File: src/rtl/core/jsu_pkg.sv
// ----------------------------------------------------------------------------
// jsu_pkg
// Shared types, codes and helpers for the JSON string unescaper.
// ----------------------------------------------------------------------------
`default_nettype none

package jsu_pkg;

  // escape decoder phase
  typedef enum logic [2:0] {
    PH_TEXT = 3'd0,
    PH_ESC  = 3'd1,
    PH_HEX1 = 3'd2,
    PH_HEX2 = 3'd3,
    PH_HEX3 = 3'd4,
    PH_HEX4 = 3'd5
  } phase_t;

  // result kind codes
  typedef enum logic [1:0] {
    KIND_DATA = 2'd0,
    KIND_END  = 2'd1,
    KIND_BAD  = 2'd2
  } kind_t;

  localparam int unsigned JOB_BYTES = 3;
  localparam int unsigned Q_DEPTH   = 2;
  localparam logic [15:0] BAD_MARK  = 16'hFFFF;

  // work for the back end: cnt result bytes, kind applies to all of them
  typedef struct packed {
    logic [1:0]                 cnt;
    kind_t                      kind;
    logic [JOB_BYTES-1:0][7:0]  bytes;
  } jsu_job_t;

  // hex digit decode: bit 4 is the valid flag
  function automatic logic [4:0] hex_value(input logic [7:0] c);
    logic [4:0] r;
    r = 5'd0;
    if (c >= 8'h30 && c <= 8'h39)      r = {1'b1, 4'(c - 8'h30)};
    else if (c >= 8'h61 && c <= 8'h66) r = {1'b1, 4'(c - 8'h57)};
    else if (c >= 8'h41 && c <= 8'h46) r = {1'b1, 4'(c - 8'h37)};
    return r;
  endfunction

endpackage

`default_nettype wire

File: src/rtl/core/json_string_unescape_utf8.sv
// ----------------------------------------------------------------------------
// json_string_unescape_utf8
// JSON string body unescaper with UTF-8 output.
// ----------------------------------------------------------------------------
// One body byte is accepted per cycle. Each byte becomes a job of zero to
// three results; non-empty jobs enter a two-entry queue. With out_ready
// high the output register drains the queue at one result per cycle, so
// plain text flows at one byte per cycle via a queue entry and the output
// register. A \u escape of two or three UTF-8 bytes holds the output for
// one result transaction per byte; input stalls only once both queue
// entries are held. Unescaped quote or NUL yields kind 1; bad or 0xFFFF, 2.
`default_nettype none

module json_string_unescape_utf8 import jsu_pkg::*; (
  input  wire logic       clk,
  input  wire logic       rst,
  input  wire logic       in_valid,
  output logic            in_ready,
  input  wire logic [7:0] in_byte,
  output logic            out_valid,
  input  wire logic       out_ready,
  output logic [7:0]      out_byte,
  output logic [1:0]      kind,
  output logic            last
);

  jsu_job_t job;
  jsu_job_t head;
  logic     push;
  logic     pop;
  logic     full;
  logic     empty;

  // byte classification and escape tracking
  jsu_front u_front (
    .clk      (clk),
    .rst      (rst),
    .in_valid (in_valid),
    .in_ready (in_ready),
    .in_byte  (in_byte),
    .q_full   (full),
    .push     (push),
    .job      (job)
  );

  // job queue
  jsu_queue u_queue (
    .clk      (clk),
    .rst      (rst),
    .push     (push),
    .push_job (job),
    .pop      (pop),
    .full     (full),
    .empty    (empty),
    .head     (head)
  );

  // result serializer
  jsu_back u_back (
    .clk       (clk),
    .rst       (rst),
    .empty     (empty),
    .head      (head),
    .pop       (pop),
    .out_valid (out_valid),
    .out_ready (out_ready),
    .out_byte  (out_byte),
    .kind      (kind),
    .last      (last)
  );

endmodule

`default_nettype wire

File: src/rtl/core/jsu_front.sv
// ----------------------------------------------------------------------------
// jsu_front
// Accepts raw string bytes, tracks the escape phase and builds result jobs.
// ----------------------------------------------------------------------------
`default_nettype none

module jsu_front import jsu_pkg::*; (
  input  wire logic       clk,
  input  wire logic       rst,
  input  wire logic       in_valid,
  output logic            in_ready,
  input  wire logic [7:0] in_byte,
  input  wire logic       q_full,
  output logic            push,
  output jsu_job_t        job
);

  phase_t      phase, phase_next;
  logic [15:0] code_point, code_point_next;
  logic [4:0]  hv;
  logic [15:0] cp;
  logic        take;

  assign in_ready = !q_full;
  assign take     = in_valid && in_ready;
  assign push     = take && (job.cnt != 2'd0);

  // classify the byte and form its job
  always_comb begin
    phase_next      = phase;
    code_point_next = code_point;
    job             = '0;
    job.kind        = KIND_DATA;
    hv              = hex_value(in_byte);
    cp              = (!hv[4] || code_point == BAD_MARK) ? BAD_MARK
                                                        : {code_point[11:0], hv[3:0]};
    case (phase)
      PH_ESC: begin
        phase_next   = PH_TEXT;
        job.cnt      = 2'd1;
        job.bytes[0] = in_byte;
        case (in_byte)
          8'h62: job.bytes[0] = 8'h08;
          8'h74: job.bytes[0] = 8'h09;
          8'h66: job.bytes[0] = 8'h0C;
          8'h6E: job.bytes[0] = 8'h0A;
          8'h72: job.bytes[0] = 8'h0D;
          8'h75: begin
            phase_next      = PH_HEX1;
            code_point_next = 16'h0000;
            job.cnt         = 2'd0;
          end
          default: ;
        endcase
      end
      PH_HEX1, PH_HEX2, PH_HEX3: begin
        code_point_next = cp;
        phase_next      = phase_t'(phase + 3'd1);
      end
      PH_HEX4: begin
        code_point_next = cp;
        phase_next      = PH_TEXT;
        if (cp == BAD_MARK) begin
          job.cnt  = 2'd1;
          job.kind = KIND_BAD;
        end else if (cp <= 16'h007F) begin
          job.cnt      = 2'd1;
          job.bytes[0] = cp[7:0];
        end else if (cp <= 16'h07FF) begin
          job.cnt      = 2'd2;
          job.bytes[0] = 8'hC0 | {3'b000, cp[10:6]};
          job.bytes[1] = 8'h80 | {2'b00, cp[5:0]};
        end else begin
          job.cnt      = 2'd3;
          job.bytes[0] = 8'hE0 | {4'b0000, cp[15:12]};
          job.bytes[1] = 8'h80 | {2'b00, cp[11:6]};
          job.bytes[2] = 8'h80 | {2'b00, cp[5:0]};
        end
      end
      default: begin
        // plain text, also the unused phase codes
        phase_next = PH_TEXT;
        job.cnt    = 2'd1;
        if (in_byte == 8'h22 || in_byte == 8'h00) begin
          job.kind = KIND_END;
        end else if (in_byte == 8'h5C) begin
          phase_next = PH_ESC;
          job.cnt    = 2'd0;
        end else begin
          job.bytes[0] = in_byte;
        end
      end
    endcase
  end

  // decoder state
  always_ff @(posedge clk) begin
    if (rst) begin
      phase      <= PH_TEXT;
      code_point <= 16'h0000;
    end else if (take) begin
      phase      <= phase_next;
      code_point <= code_point_next;
    end
  end

endmodule

`default_nettype wire

File: src/rtl/core/jsu_queue.sv
// ----------------------------------------------------------------------------
// jsu_queue
// Two-entry job queue between the front and the back end.
// ----------------------------------------------------------------------------
`default_nettype none

module jsu_queue import jsu_pkg::*; (
  input  wire logic     clk,
  input  wire logic     rst,
  input  wire logic     push,
  input  jsu_job_t      push_job,
  input  wire logic     pop,
  output logic          full,
  output logic          empty,
  output jsu_job_t      head
);

  localparam int unsigned PW = $clog2(Q_DEPTH);

  jsu_job_t       entries [Q_DEPTH];
  logic [PW-1:0]  wr_ptr;
  logic [PW-1:0]  rd_ptr;
  logic [PW:0]    count;

  assign full  = (count == (PW+1)'(Q_DEPTH));
  assign empty = (count == '0);
  assign head  = entries[rd_ptr];

  // pointers and fill level
  always_ff @(posedge clk) begin
    if (rst) begin
      wr_ptr <= '0;
      rd_ptr <= '0;
      count  <= '0;
    end else begin
      if (push) wr_ptr <= wr_ptr + 1'b1;
      if (pop)  rd_ptr <= rd_ptr + 1'b1;
      if (push && !pop)      count <= count + 1'b1;
      else if (pop && !push) count <= count - 1'b1;
    end
  end

  // storage
  always_ff @(posedge clk) begin
    if (push) entries[wr_ptr] <= push_job;
  end

endmodule

`default_nettype wire

File: src/rtl/core/jsu_back.sv
// ----------------------------------------------------------------------------
// jsu_back
// Serializes queued jobs into single result transactions.
// ----------------------------------------------------------------------------
`default_nettype none

module jsu_back import jsu_pkg::*; (
  input  wire logic       clk,
  input  wire logic       rst,
  input  wire logic       empty,
  input  jsu_job_t        head,
  output logic            pop,
  output logic            out_valid,
  input  wire logic       out_ready,
  output logic [7:0]      out_byte,
  output logic [1:0]      kind,
  output logic            last
);

  logic [1:0] idx;
  logic       load;
  logic       is_last;
  logic [7:0] sel_byte;

  assign load    = !empty && (!out_valid || out_ready);
  assign is_last = (idx == head.cnt - 2'd1);
  assign pop     = load && is_last;

  // pick the byte of the current job
  always_comb begin
    case (idx)
      2'd0:    sel_byte = head.bytes[0];
      2'd1:    sel_byte = head.bytes[1];
      2'd2:    sel_byte = head.bytes[2];
      default: sel_byte = 8'h00;
    endcase
  end

  // output register control
  always_ff @(posedge clk) begin
    if (rst) begin
      out_valid <= 1'b0;
      idx       <= 2'd0;
    end else begin
      if (load)                 out_valid <= 1'b1;
      else if (out_ready)       out_valid <= 1'b0;
      if (load) idx <= is_last ? 2'd0 : idx + 2'd1;
    end
  end

  // output payload
  always_ff @(posedge clk) begin
    if (load) begin
      out_byte <= sel_byte;
      kind     <= head.kind;
      last     <= is_last;
    end
  end

endmodule

`default_nettype wire
File: config.mk
export PLATFORM = sky130hd
export DESIGN_NAME = json_string_unescape_utf8
export DESIGN_NICKNAME = d
export VERILOG_FILES = /design/src/rtl/core/jsu_pkg.sv /design/src/rtl/core/json_string_unescape_utf8.sv /design/src/rtl/core/jsu_front.sv /design/src/rtl/core/jsu_queue.sv /design/src/rtl/core/jsu_back.sv
export SDC_FILE = /design/constraint.sdc
export NUM_CORES = 1
export LEC_CHECK = 0
export BUFFER_PORTS_ARGS = -buffer_cell sky130_fd_sc_hd__buf_2
export CAP_MARGIN = 20
export CORE_MARGIN = 8
export CORE_UTILIZATION = 33
export CTS_CLUSTER_SIZE = 10
export DETAILED_ROUTE_END_ITERATION = 6
export PLACE_DENSITY = 0.54
export SLEW_MARGIN = 20
export SYNTH_ARGS = -nofsm -noshare
export SYNTH_HDL_FRONTEND = slang
export SYNTH_SLANG_ARGS = --single-unit
File: constraint.sdc
create_clock -name clk -period 5.35 [get_ports clk]
set_input_delay 1.605 -clock clk [delete_from_list [all_inputs] [get_ports clk]]
set_output_delay 1.605 -clock clk [all_outputs]
set_load 0.005 [all_outputs]
==> reports/summary.md, run 1 <==
The run finished with clean final reports. Summed over all instances, the cell type with the most area after synthesis is sky130_fd_sc_hd__edfxtp_1. The later pin in the worst-skew pair is clocked with a latency of 0.34 ns.

The most common flop cell mapped by yosys was sky130_fd_sc_hd__edfxtp_1. The number of max-cap violations is 0. The initial cell density of the core is 0.3369.

The die height was 135.1 um; the count of clock tree sinks was 90. Counting along the longest clock path gives a buffer depth of 2. The switching power as a share of total power was 0.3088.

By area the synthesized netlist is led by sky130_fd_sc_hd__edfxtp_1 (40%), sky130_fd_sc_hd__dfxtp_1 (12%), sky130_fd_sc_hd__ha_1 (3.7%). The run gives 0 as the count of inserted antenna diode cells. The wire length of the first global-routing pass is 17720 um. Capturing instance or port of the critical path: u_queue.entries[0][3]. The part of the power in registers was 0.431. For flop-to-flop paths, the worst setup slack is 2.46 ns.

The internal power consumption was 1.663 mW; the combinational share of power was 0.267. Number of cells on the worst hold path: 2. Across the routed clock network, the largest skew measured is 0.006996 ns.

The top cell types in the final layout, fill and taps aside, are sky130_fd_sc_hd__edfxtp_1 (63), sky130_fd_sc_hd__nand2_1 (36), sky130_fd_sc_hd__nor2_1 (35), sky130_fd_sc_hd__dfxtp_1 (27), sky130_fd_sc_hd__buf_2 (24). The path class of the lowest-slack min-delay path was flop to flop. The run gives 9 as the number of buffers inserted during clock tree synthesis. The largest individual stage delay along the critical path comes from the cell sky130_fd_sc_hd__a211o_1.

TritonCTS built the clock tree. The ratio of cells with drive above 1 in the final layout works out to 0.1905. For this design the top-level I/O count stands at 25. Post-CTS timing repair inserted 0 buffers for setup.

The first routing iteration left 345 violations. The final period demand of the worst path was 3.977 ns; the period utilization was 0.7433. Number of nets produced by synthesis: 449. For this design the static power due to leakage is 1.767 nW. The number of library cell types mapped by synthesis is 67, and the maximum single-stage delay on the critical path is 0.67 ns. The worst-path maximum fanout came out at 23.

Fraction of post-synthesis cell area in the top cell type by area: 0.4045. The HPWL after detailed placement is 7749 um. The cell area that synthesis handed to floorplanning was 4677 um^2. The logs give 0 for the max-slew violation count and 1374 for the filler cell count.

The normalized max-slew margin is 0.3844. The run gives 18240 um^2 as the total die area. Across the VDD grid, the largest voltage drop is 0.0001959 V. Average instance area after synthesis: 11.06 um^2. Leaving out fill and tap cells, the most frequent cell in the layout is sky130_fd_sc_hd__edfxtp_1. The cell depth of the worst flop-to-flop path was 9; the number of remaining DRC errors was 0. From synthesis to final layout, the design area changed by 12.39%.

Final-report hold violation count: 0. For this design the total switching power over the nets is 742.8 uW. Via density per instance: 5.465. The worst slack on hold paths was 0.4610 ns. The global router's overall resource usage was 0.1240. Counting every instance in the synthesized netlist gives 423.

The logs give 3155 for the number of global-route vias before repair and 2059 um^2 for the multi-input logic area. Traced cell by cell, the critical path runs through buf_2 -> inv_1 -> ha_1 -> o21bai_1 -> a21oi_4 -> mux2_4 -> o21ai_1 -> a211o_1 -> o21ai_0. In this run the critical register-to-register path is captured at u_queue.count[1]. At the end of routability-driven placement, the weighted congestion stood at 0.8692.

The startpoint kind of the worst setup timing path was a primary input. Post-CTS repair changed the size of 0 cells. Share of power burned in the clock network: 0.302. The die outline width is 135.1 um.

Buffers placed on the I/O ports in this run total 24. Register area share after synthesis: 0.5201. The clock transition at the registers of the reported paths was 0.06 ns; the count of state elements after synthesis was 90.

The tools report the number of hold-repair buffers added at the cts stage as 0. The fraction of registers with async set/reset is 0. The tools report the critical path startpoint as in_byte[0].

The setup path with the least slack is of type primary input to flop. The root buffer selected by CTS is sky130_fd_sc_hd__clkbuf_16. The detail route stage leaves a number of antenna-violating nets equal to 0.

Across the whole layout, storage elements account for 2432 um^2. The setup total negative slack is 0 ns. The post-detailed-route wirelength per cell is 17.98 um.

After the last flow step, the layout net total stands at 462. Number of antenna violations at the first check in global routing: 0. Entering global routing, the biggest net connects 28 pins. The final layout contains routed wiring with a total length of 11160 um.

The finished cells cover 5256 um^2. The power density normalized to cell area was 457.6 nW/um^2. The highest achievable clock rate came out at 251.5 MHz. The instance area after placement is 4912 um^2, and the total number of yosys warnings is 0. The number of synthesized flops with an enable pin works out to 63.

Setup repair after global routing left no endpoint under its margin. The worst register-to-register path begins at u_front.phase[0]. Global routing finished with a remaining overflow of 0. The pre-antenna-repair detailed-routing pass consisted of 5 iterations.

The worst setup path is captured at a flop. After floorplanning, the core was sized to cover 13880 um^2. Final number of setup-violating endpoints: 0. Power comes to 2.406 mW. The detailed router placed 3394 vias in this run. Data arrives at the worst endpoint at 4.02 ns. The critical path data required time is 5.39 ns, and the transition time of the tightest slew-check pin is 0.9150 ns. In this run the core area contains 43 standard-cell rows. In this run the number of H-tree levels came out at 3.
## per-layer routing
layer,track usage,part of all wire,vias up,wire length (um)
met5,0,0,-,0
met4,0.05552,0.030,0,335
met3,0.02823,0.045,18,507
met2,0.1866,0.46,94,5149
met1,0.1661,0.46,1665,5171
li1,-,-,1617,-
## power groups by stage
stage / clock network [mW] / registers, mW / logic, mW
floorplan: 0 / 1.02 / 0.469
global placement: 0 / 1.05 / 0.638
detailed placement: 0 / 1.05 / 0.644
CTS: 0.737 / 1.04 / 0.648
global route: 0.765 / 1.06 / 0.720
finish: 0.727 / 1.04 / 0.642
## area by class of cell
type / instances / area share
Inverter: 14 / 0.009998
Sequential cell: 90 / 0.4627
Multi-Input combinational cell: 294 / 0.3918
Clock buffer: 10 / 0.04356
Tap cell: 180 / 0.04285
Timing Repair Buffer: 27 / 0.02714
Clock inverter: 6 / 0.02190
## synth_stat cells, drive strengths merged (5+ instances only)
master    n
a222oi   14
o2bb2ai   5
mux2      6
a21oi    35
nor2b    14
nand3     9
edfxtp   63
mux2i     7
nand2b    6
a211oi   10
a221oi    5
nor2     35
nand2    36
nand4     5
clkbuf   10
inv      14
ha       14
o21ai    31
buf      15
dfxtp    27
nor3     11
## metrics by stage
step,cells,setup WS (ns),utilization
after floorplan,423,0.5510,-
after global placement,605,1.129,0.3539
after detailed placement,605,1.043,0.3539
after CTS,621,1.392,0.3787
after global routing,621,1.163,0.3787
final,621,1.373,0.3787
## critical path, delay by kind of cell
kind	cells	cell delay (ns)
adders and majority gates	1	0.34
AOI/OAI and AO/OA	5	1.46
muxes	1	0.33
buffers and inverters	2	0.28
## worst min path at each step
stage | from | to | slack, ns
floorplan | u_front.code_point[15] | u_front.code_point[15] | 0.43
global placement | u_front.code_point[14] | u_front.code_point[14] | 0.44
detailed placement | u_front.code_point[13] | u_front.code_point[13] | 0.46
CTS | u_front.code_point[15] | u_front.code_point[15] | 0.47
global route | u_front.code_point[12] | u_front.code_point[12] | 0.48
finish | u_front.code_point[15] | u_front.code_point[15] | 0.46
## kinds of logic after synthesis
family / after synthesis / synth area share
AND/OR/NAND/NOR: 136 / 0.1536
AO/OA/AOI/OAI: 125 / 0.2068
flip-flops: 90 / 0.5201
buffers and inverters: 39 / 0.04066
adder cells (fa/ha/maj): 14 / 0.03745
multiplexers: 13 / 0.03023
XOR/XNOR: 6 / 0.01124
## state kept, by name, summed over array words and instances (netlist names), 2 cells and up, named ones only
signal	flops
u_front.code_point	16
u_back.out_byte	8
u_back.idx	2
u_front.phase	3
u_queue.count	2
u_queue.entries	52
u_back.kind	2
(Power assumes the default switching activity.)
==> inputs of run 2 (changes only) <==
--- a/config.mk
+++ b/config.mk
@@ -11,7 +11,7 @@
 export CORE_UTILIZATION = 33
 export CTS_CLUSTER_SIZE = 10
 export DETAILED_ROUTE_END_ITERATION = 6
-export PLACE_DENSITY = 0.54
+export PLACE_DENSITY = 0.56
 export SLEW_MARGIN = 20
 export SYNTH_ARGS = -nofsm -noshare
 export SYNTH_HDL_FRONTEND = slang
==> constraint.sdc (replaced) <==
create_clock -name clk -period 3.2 [get_ports clk]
set_input_delay 0.96 -clock clk [delete_from_list [all_inputs] [get_ports clk]]
set_output_delay 0.96 -clock clk [all_outputs]
set_load 0.005 [all_outputs]
==> run 2 against run 1 <==
  * First-iteration DRC count is 10% lower
  * Die area stayed put
  * Combinational power up 81%
  * Non-clock buffer count is 27 higher
==> reports/summary.md, run 2 (synthesized netlist as in run 1, its figures left out) <==
The run finished with clean final reports. Summed over all layers, the global routing overflow is 0. After detailed routing, the number of remaining DRC violations is 0.

For the pin with the worst max-slew slack, the measured transition is 0.7552 ns. Once placement completed, the tool counted placed cells totaling 632. The number of standard-cell rows in the floorplan was 43; the multi-input logic area was 2066 um^2. The final-report hold violation count came out at 0.

Once the clock tree was built, the setup fixing pass inserted 0 buffers. After legalization and detailed placement, the total HPWL measured 7930 um. STA classifies the critical path endpoint as a flop. Worst-path maximum fanout: 7.

For this run, the top clock speed supported by timing is 348.4 MHz. At the worst endpoint, the arrival time is 3.15 ns. For this design the static power due to leakage is 1.897 nW.

The startpoint kind of the worst setup timing path is a primary input. The H-tree generated during clock tree synthesis spans 3 levels. The clock transition at the registers of the reported paths came out at 0.07 ns. Overall power of the completed layout: 3.953 mW. The number of buffers on the longest clock path came out at 2.

The largest registers in the layout are u_queue.entries (52), u_front.code_point (16), u_back.out_byte (8). The total of buffers placed on input and output ports came out at 24. In the final routed layout, each cell accounts on average for 16.92 um. At the worst endpoint, the required time is 3.48 ns. Normalized max-slew margin: 0.4927. Setup repair after global routing left no endpoint under its margin. The routability congestion estimate from global placement was 0.8745; the number of cells in the finished layout apart from fillers was 648.

The tools report the capture point of the worst reg-to-reg path as u_queue.count[1]. Worst reg2reg path startpoint: u_front.phase[0]. The number of DRC violations after detailed-routing iteration 0 was 310. TritonCTS built the clock tree. The path with the worst hold slack has its endpoint at u_front.code_point[14]. Counting flops per register, the top entry is u_queue.entries. The class of the most critical setup path is primary input to flop.

The first global-routing pass estimated 17890 um of wire. At the later pin of the worst-skew pair, clock insertion delay measures 0.35 ns. The run gives 0.55 ns as the flop-to-flop setup slack.

The worst hold path belongs to the class flop to flop. The ratio of cells with drive above 1 in the final layout was 0.2393. The number of nets in the layout was 489; the global router's overall resource usage was 0.1255. The beginning of the worst hold path was u_front.code_point[14]. Setup violations remaining at the end of the flow were counted as 0. The layout overhead on the synthesized area came out at 16.93%. The die is 135.1 um tall.

The number of hold-repair buffers added at the cts stage was 0; the largest net degree at the start of global routing was 28. The routed wire length is 10960 um. In this run, CTS created clock tree buffers numbering 9. The tools report the worst vdd rail ir drop as 0.0002844 V. Leaving out fill and tap cells, the most frequent cell in the layout is sky130_fd_sc_hd__edfxtp_1. The tools report the core box area as 13880 um^2. The period utilization is 0.8970. Number of global-route vias before repair: 3325. For this design, the sink count on the clock tree is 90.

The register with the most flip-flops in the layout has 52 of them. Clock skew on the completed layout was measured at 0.007020 ns. In this run the count of I/O pins placed on the die edge is 25. Across all layers, the routed design uses 3417 vias. The tool flagged a number of max-cap violations equal to 0. In this run the power density over the cells is 722.8 nW/um^2. CTS placed an instance of sky130_fd_sc_hd__clkbuf_16 at the clock tree root. Registers take 2432 um^2. The library cells used most frequently in the layout, excluding fill and tap cells, are sky130_fd_sc_hd__edfxtp_1 (63), sky130_fd_sc_hd__nand2_1 (36), sky130_fd_sc_hd__nor2_1 (35), sky130_fd_sc_hd__dfxtp_1 (27), sky130_fd_sc_hd__buf_4 (27). Dividing the detail-routed via count by the number of cells gives 5.273. The tools report the number of search-and-repair iterations in the first detailed-routing pass as 5. The max-slew violation count was 0; the cell depth of the worst flop-to-flop path was 10. Once detail routing completed, the nets flagged for antenna violations numbered 0. The run gives 0.3369 as the initial cell density of the core.

The number of antenna violations at the first check in global routing was 0. For the number of resized instances in the post-cts repair step, the log shows 0. The die outline width was 135.1 um. The layout has 1391 filler cells.

The floorplan step defined a die boundary enclosing 18240 um^2. After routing, the total negative slack on setup checks comes to 0 ns. The number of cells on the worst hold path was 2.

The run gives 0.4644 ns as the worst slack on hold paths. 0 antenna diodes ended up in the layout. For the finished layout, the period the worst path requires is 2.870 ns.
## run 2: cell count changes in the layout (fill, tap and decap cells not counted), moves of 2 or more
cell,change
sky130_fd_sc_hd__buf_4,+24
sky130_fd_sc_hd__inv_6,+2
sky130_fd_sc_hd__bufinv_16,-2
sky130_fd_sc_hd__buf_12,+3
## run 2: critical path, cell delays in order
cell and delay (ns):
sky130_fd_sc_hd__buf_2 0.10, sky130_fd_sc_hd__inv_1 0.09, sky130_fd_sc_hd__ha_1 0.28, sky130_fd_sc_hd__nand3_1 0.10
sky130_fd_sc_hd__nor4b_1 0.39, sky130_fd_sc_hd__nand3_1 0.15, sky130_fd_sc_hd__and3_1 0.25, sky130_fd_sc_hd__ha_1 0.22
sky130_fd_sc_hd__xor2_1 0.15, sky130_fd_sc_hd__or3_1 0.31, sky130_fd_sc_hd__a21oi_1 0.14
## run 2: worst max-delay path by stage
stage | start | end | slack, ns | cells after the start
global placement | in_byte[0] | u_queue.count[1] | 0.04 | 11
global route | in_byte[1] | u_queue.count[1] | 0.13 | 11
detailed placement | in_byte[0] | u_queue.count[1] | -0.02 | 11
CTS | in_byte[0] | u_queue.count[1] | 0.34 | 11
floorplan | in_byte[1] | u_queue.entries[1][0] | 0.09 | 9
finish | in_byte[0] | u_queue.count[1] | 0.33 | 11
## run 2: layout make-up
cell class              count  area share
clock inverters             7     0.01556
inverters                  14    0.009609
flip-flops and latches     90      0.4447
repair buffers             54     0.07001
multi-input cells         294      0.3777
clock buffers               9     0.04118
well taps                 180     0.04118
## run 2: report_power, final
group          switching [mW]  internal, mW  total (mW)  leakage, nW
Combinational           0.676         0.485        1.16        0.926
Clock                   0.475         0.620        1.09        0.153
Sequential              0.107          1.59        1.70        0.819
## run 2: layer usage
metal,share of wire,global-route usage
met1,0.45,0.1532
met2,0.49,0.2068
met3,0.042,0.02860
met4,0.020,0.05614
met5,0,0
## run 2: per-stage QoR
stage	cell area (um^2)	utilization	setup slack, ns
floorplan	4688	-	0.08523
global placement	5159	0.3716	0.04415
detailed placement	5159	0.3716	-0.02000
CTS	5469	0.3940	0.3405
global route	5469	0.3940	0.1290
finish	5469	0.3940	0.3297
==> inputs of run 3 (changes only) <==
--- a/config.mk
+++ b/config.mk
@@ -8,10 +8,10 @@
 export BUFFER_PORTS_ARGS = -buffer_cell sky130_fd_sc_hd__buf_2
 export CAP_MARGIN = 20
 export CORE_MARGIN = 8
-export CORE_UTILIZATION = 33
+export CORE_UTILIZATION = 55
 export CTS_CLUSTER_SIZE = 10
 export DETAILED_ROUTE_END_ITERATION = 6
-export PLACE_DENSITY = 0.56
+export PLACE_DENSITY = 0.82
 export SLEW_MARGIN = 20
 export SYNTH_ARGS = -nofsm -noshare
 export SYNTH_HDL_FRONTEND = slang
==> run 3 against run 2 <==
  * Core utilization rose by 24 points
  * Via count rose by 2.3%
  * Critical path depth did not move
  * Global-route usage rose by 5.3 points
==> reports/summary.md, run 3 (synthesized netlist as in run 1, its figures left out) <==
The data arrival time of the worst path came out at 3.11 ns. The number of global-route vias before repair is 3363, and the final-report hold violation count is 0. The tools report the normalized max-slew margin as 0.4576.

TritonCTS built the clock tree. The tool flagged a number of max-cap violations equal to 0. The top cell types in the final layout, fill and taps aside, are sky130_fd_sc_hd__edfxtp_1 (63), sky130_fd_sc_hd__nand2_1 (36), sky130_fd_sc_hd__nor2_1 (35), sky130_fd_sc_hd__dfxtp_1 (27), sky130_fd_sc_hd__buf_2 (24). The period utilization is 0.8817, and the via density per instance is 6.164. Setup repair after global routing left no endpoint under its margin. The global router's overall resource usage is 0.1789. Setup violations remaining at the end of the flow were counted as 0.

Worst vdd rail ir drop: 0.0002713 V. Die outline width: 108.2 um. After layout, the worst setup slack is 0.3785 ns. The beginning of the worst hold path was u_front.code_point[14]. Counting flops per register, the top entry is u_queue.entries. The number of search-and-repair iterations in the first detailed-routing pass is 7, and the post-detailed-route wirelength per cell is 17.96 um. After detailed placement, the design holds a cell count of 551.

The largest registers in the layout are u_queue.entries (52), u_front.code_point (16), u_back.out_byte (8). The finished layout holds 567 standard cells, fillers aside. Compared with the post-synthesis result, the final layout area differs by 11.29%. The buffer count from post-CTS setup fixing is 0. The most frequent standard cell in the layout excluding fill and tap cells was sky130_fd_sc_hd__edfxtp_1. Met2 wire length: 4939 um. Tracing the worst setup path back leads to its startpoint at in_byte[0]. The worst hold path belongs to the class flop to flop.

The flow ran to the end, and the final reports show no timing, DRC or antenna violations. STA classifies the critical path startpoint as a primary input. After detailed routing, the total wire length is 10180 um. For the worst-skew pair, the clock arrives at the later sink with an insertion delay of 0.36 ns. The total overflow left after global routing is 0. In this run the critical register-to-register path is launched from u_front.phase[0].

The number of DRC violations after detailed-routing iteration 0 was 410. Row generation in the floorplan step produced 33 rows. Root buffer selected by CTS: sky130_fd_sc_hd__clkbuf_8. The logs give 25 for the I/O pin total and 0.5692 for the initial cell density of the core. The run gives 0 as the number of resized instances in the post-cts repair step. The instance area after placement is 5007 um^2, and the number of H-tree levels is 3. For the pin with the worst max-slew slack, the measured transition is 0.8062 ns.

The ratio of cells with drive above 1 in the final layout is 0.2273, and the largest net degree at the start of global routing is 28. The wire length of the first global-routing pass is 16480 um. The multi-input combinational cells in the finished layout cover a total of 2066 um^2. The class of the most critical setup path is primary input to flop.

At the end of routability-driven placement, the weighted congestion stood at 0.9593. On the final layout, the worst hold slack is 0.4572 ns. Buffers inserted to repair hold after CTS numbered 0. For the static leakage, the log shows 1.817 nW. Of all nets on the critical path, the largest fanout is 6. The sum of net half-perimeters after detailed placement came out at 7484 um. After clock tree synthesis, the clock-pin slew on the worst setup and hold paths is 0.09 ns. The filler cell count is 631. At the worst endpoint, the required time is 3.49 ns. After routing the design area is 5205 um^2. The tools report the count of inserted antenna diode cells as 0.

Measured along the y axis, the die boundary spans 108.2 um. The final period demand of the worst path is 2.821 ns, and the number of nets in the layout is 483. For the final antenna-violating net count, the log shows 0. The tools report the clock tree skew after final layout as 0.01018 ns.

Dividing total power by cell area gives a power density of 694.4 nW/um^2. In this run the deepest clock path goes through 2 buffers. The clock drives 90 sinks. Based on the critical path, the design can be clocked at up to 354.4 MHz.

In the final routing, the length of wire on met1 measures 4259 um. The routed design uses 712 um of met3 wire. The number of flip-flops under the largest register name is 52, and the number of antenna violations at the first check in global routing is 0. Input and output buffers added on the ports amount to 24. Counting the buffers created by CTS gives 9. The run gives 11710 um^2 as the total die area. The top layer reached by signal wires was met4. In the final layout, flip-flops and latches occupy 2432 um^2.

The worst setup path is captured at a flop. The floorplan step defined a core boundary enclosing 8217 um^2. The worst-case setup slack after placement is -0.003261 ns.

The routed layout has 3495 vias. The max-slew violation count was 0; the number of remaining DRC errors was 0.
run 3: changes by cell type in the layout (fill, tap and decap cells not counted), sizes merged:
cell	previous run	this run
buf	54	48
run 3: per-stage QoR:
step | power, mW | util | setup TNS, ns
5_1_grt | 3.806 | 0.6335 | 0
4_1_cts | 3.637 | 0.6335 | 0
2_1_floorplan | 2.498 | - | 0
6_report | 3.614 | 0.6335 | 0
3_3_place_gp | 2.827 | 0.6094 | 0
3_5_place_dp | 2.881 | 0.6094 | -0.003261
run 3: area by class of cell:
type / instances / area share
repair buffers: 48 / 0.06250
clock buffers: 9 / 0.02380
flip-flops and latches: 90 / 0.4673
clock inverters: 7 / 0.01418
inverters: 14 / 0.01010
multi-input cells: 294 / 0.3969
well taps: 105 / 0.02524
run 3: report_power, final:
group / leakage, nW / internal [mW] / switching [mW]
sequential: 0.819 / 1.59 / 0.113
combinational: 0.896 / 0.468 / 0.680
clock: 0.102 / 0.366 / 0.398
run 3: metal layers:
layer  global-route usage  vias to the layer above
li1                     -                     1661
met1               0.2200                     1662
met2               0.2895                      146
met3              0.04462                       26
met4              0.08325                        0
met5                    0                        -
run 3: worst paths after layout:
check,end,slack [ns],depth (start not counted)
worst min register to register,u_front.code_point[14],0.46,2
worst min-delay path,u_front.code_point[14],0.46,2
worst max-delay path,u_queue.count[1],0.38,11
worst max register to register,u_queue.count[1],0.56,10
run 3: critical path, cell delays in order:
cell and delay (ns):
sky130_fd_sc_hd__buf_2 0.11, sky130_fd_sc_hd__inv_1 0.09, sky130_fd_sc_hd__ha_1 0.26, sky130_fd_sc_hd__nand3_1 0.10, sky130_fd_sc_hd__nor4b_1 0.33, sky130_fd_sc_hd__nand3_1 0.15
sky130_fd_sc_hd__and3_1 0.26, sky130_fd_sc_hd__ha_1 0.23, sky130_fd_sc_hd__xor2_1 0.15, sky130_fd_sc_hd__or3_1 0.31, sky130_fd_sc_hd__a21oi_1 0.15
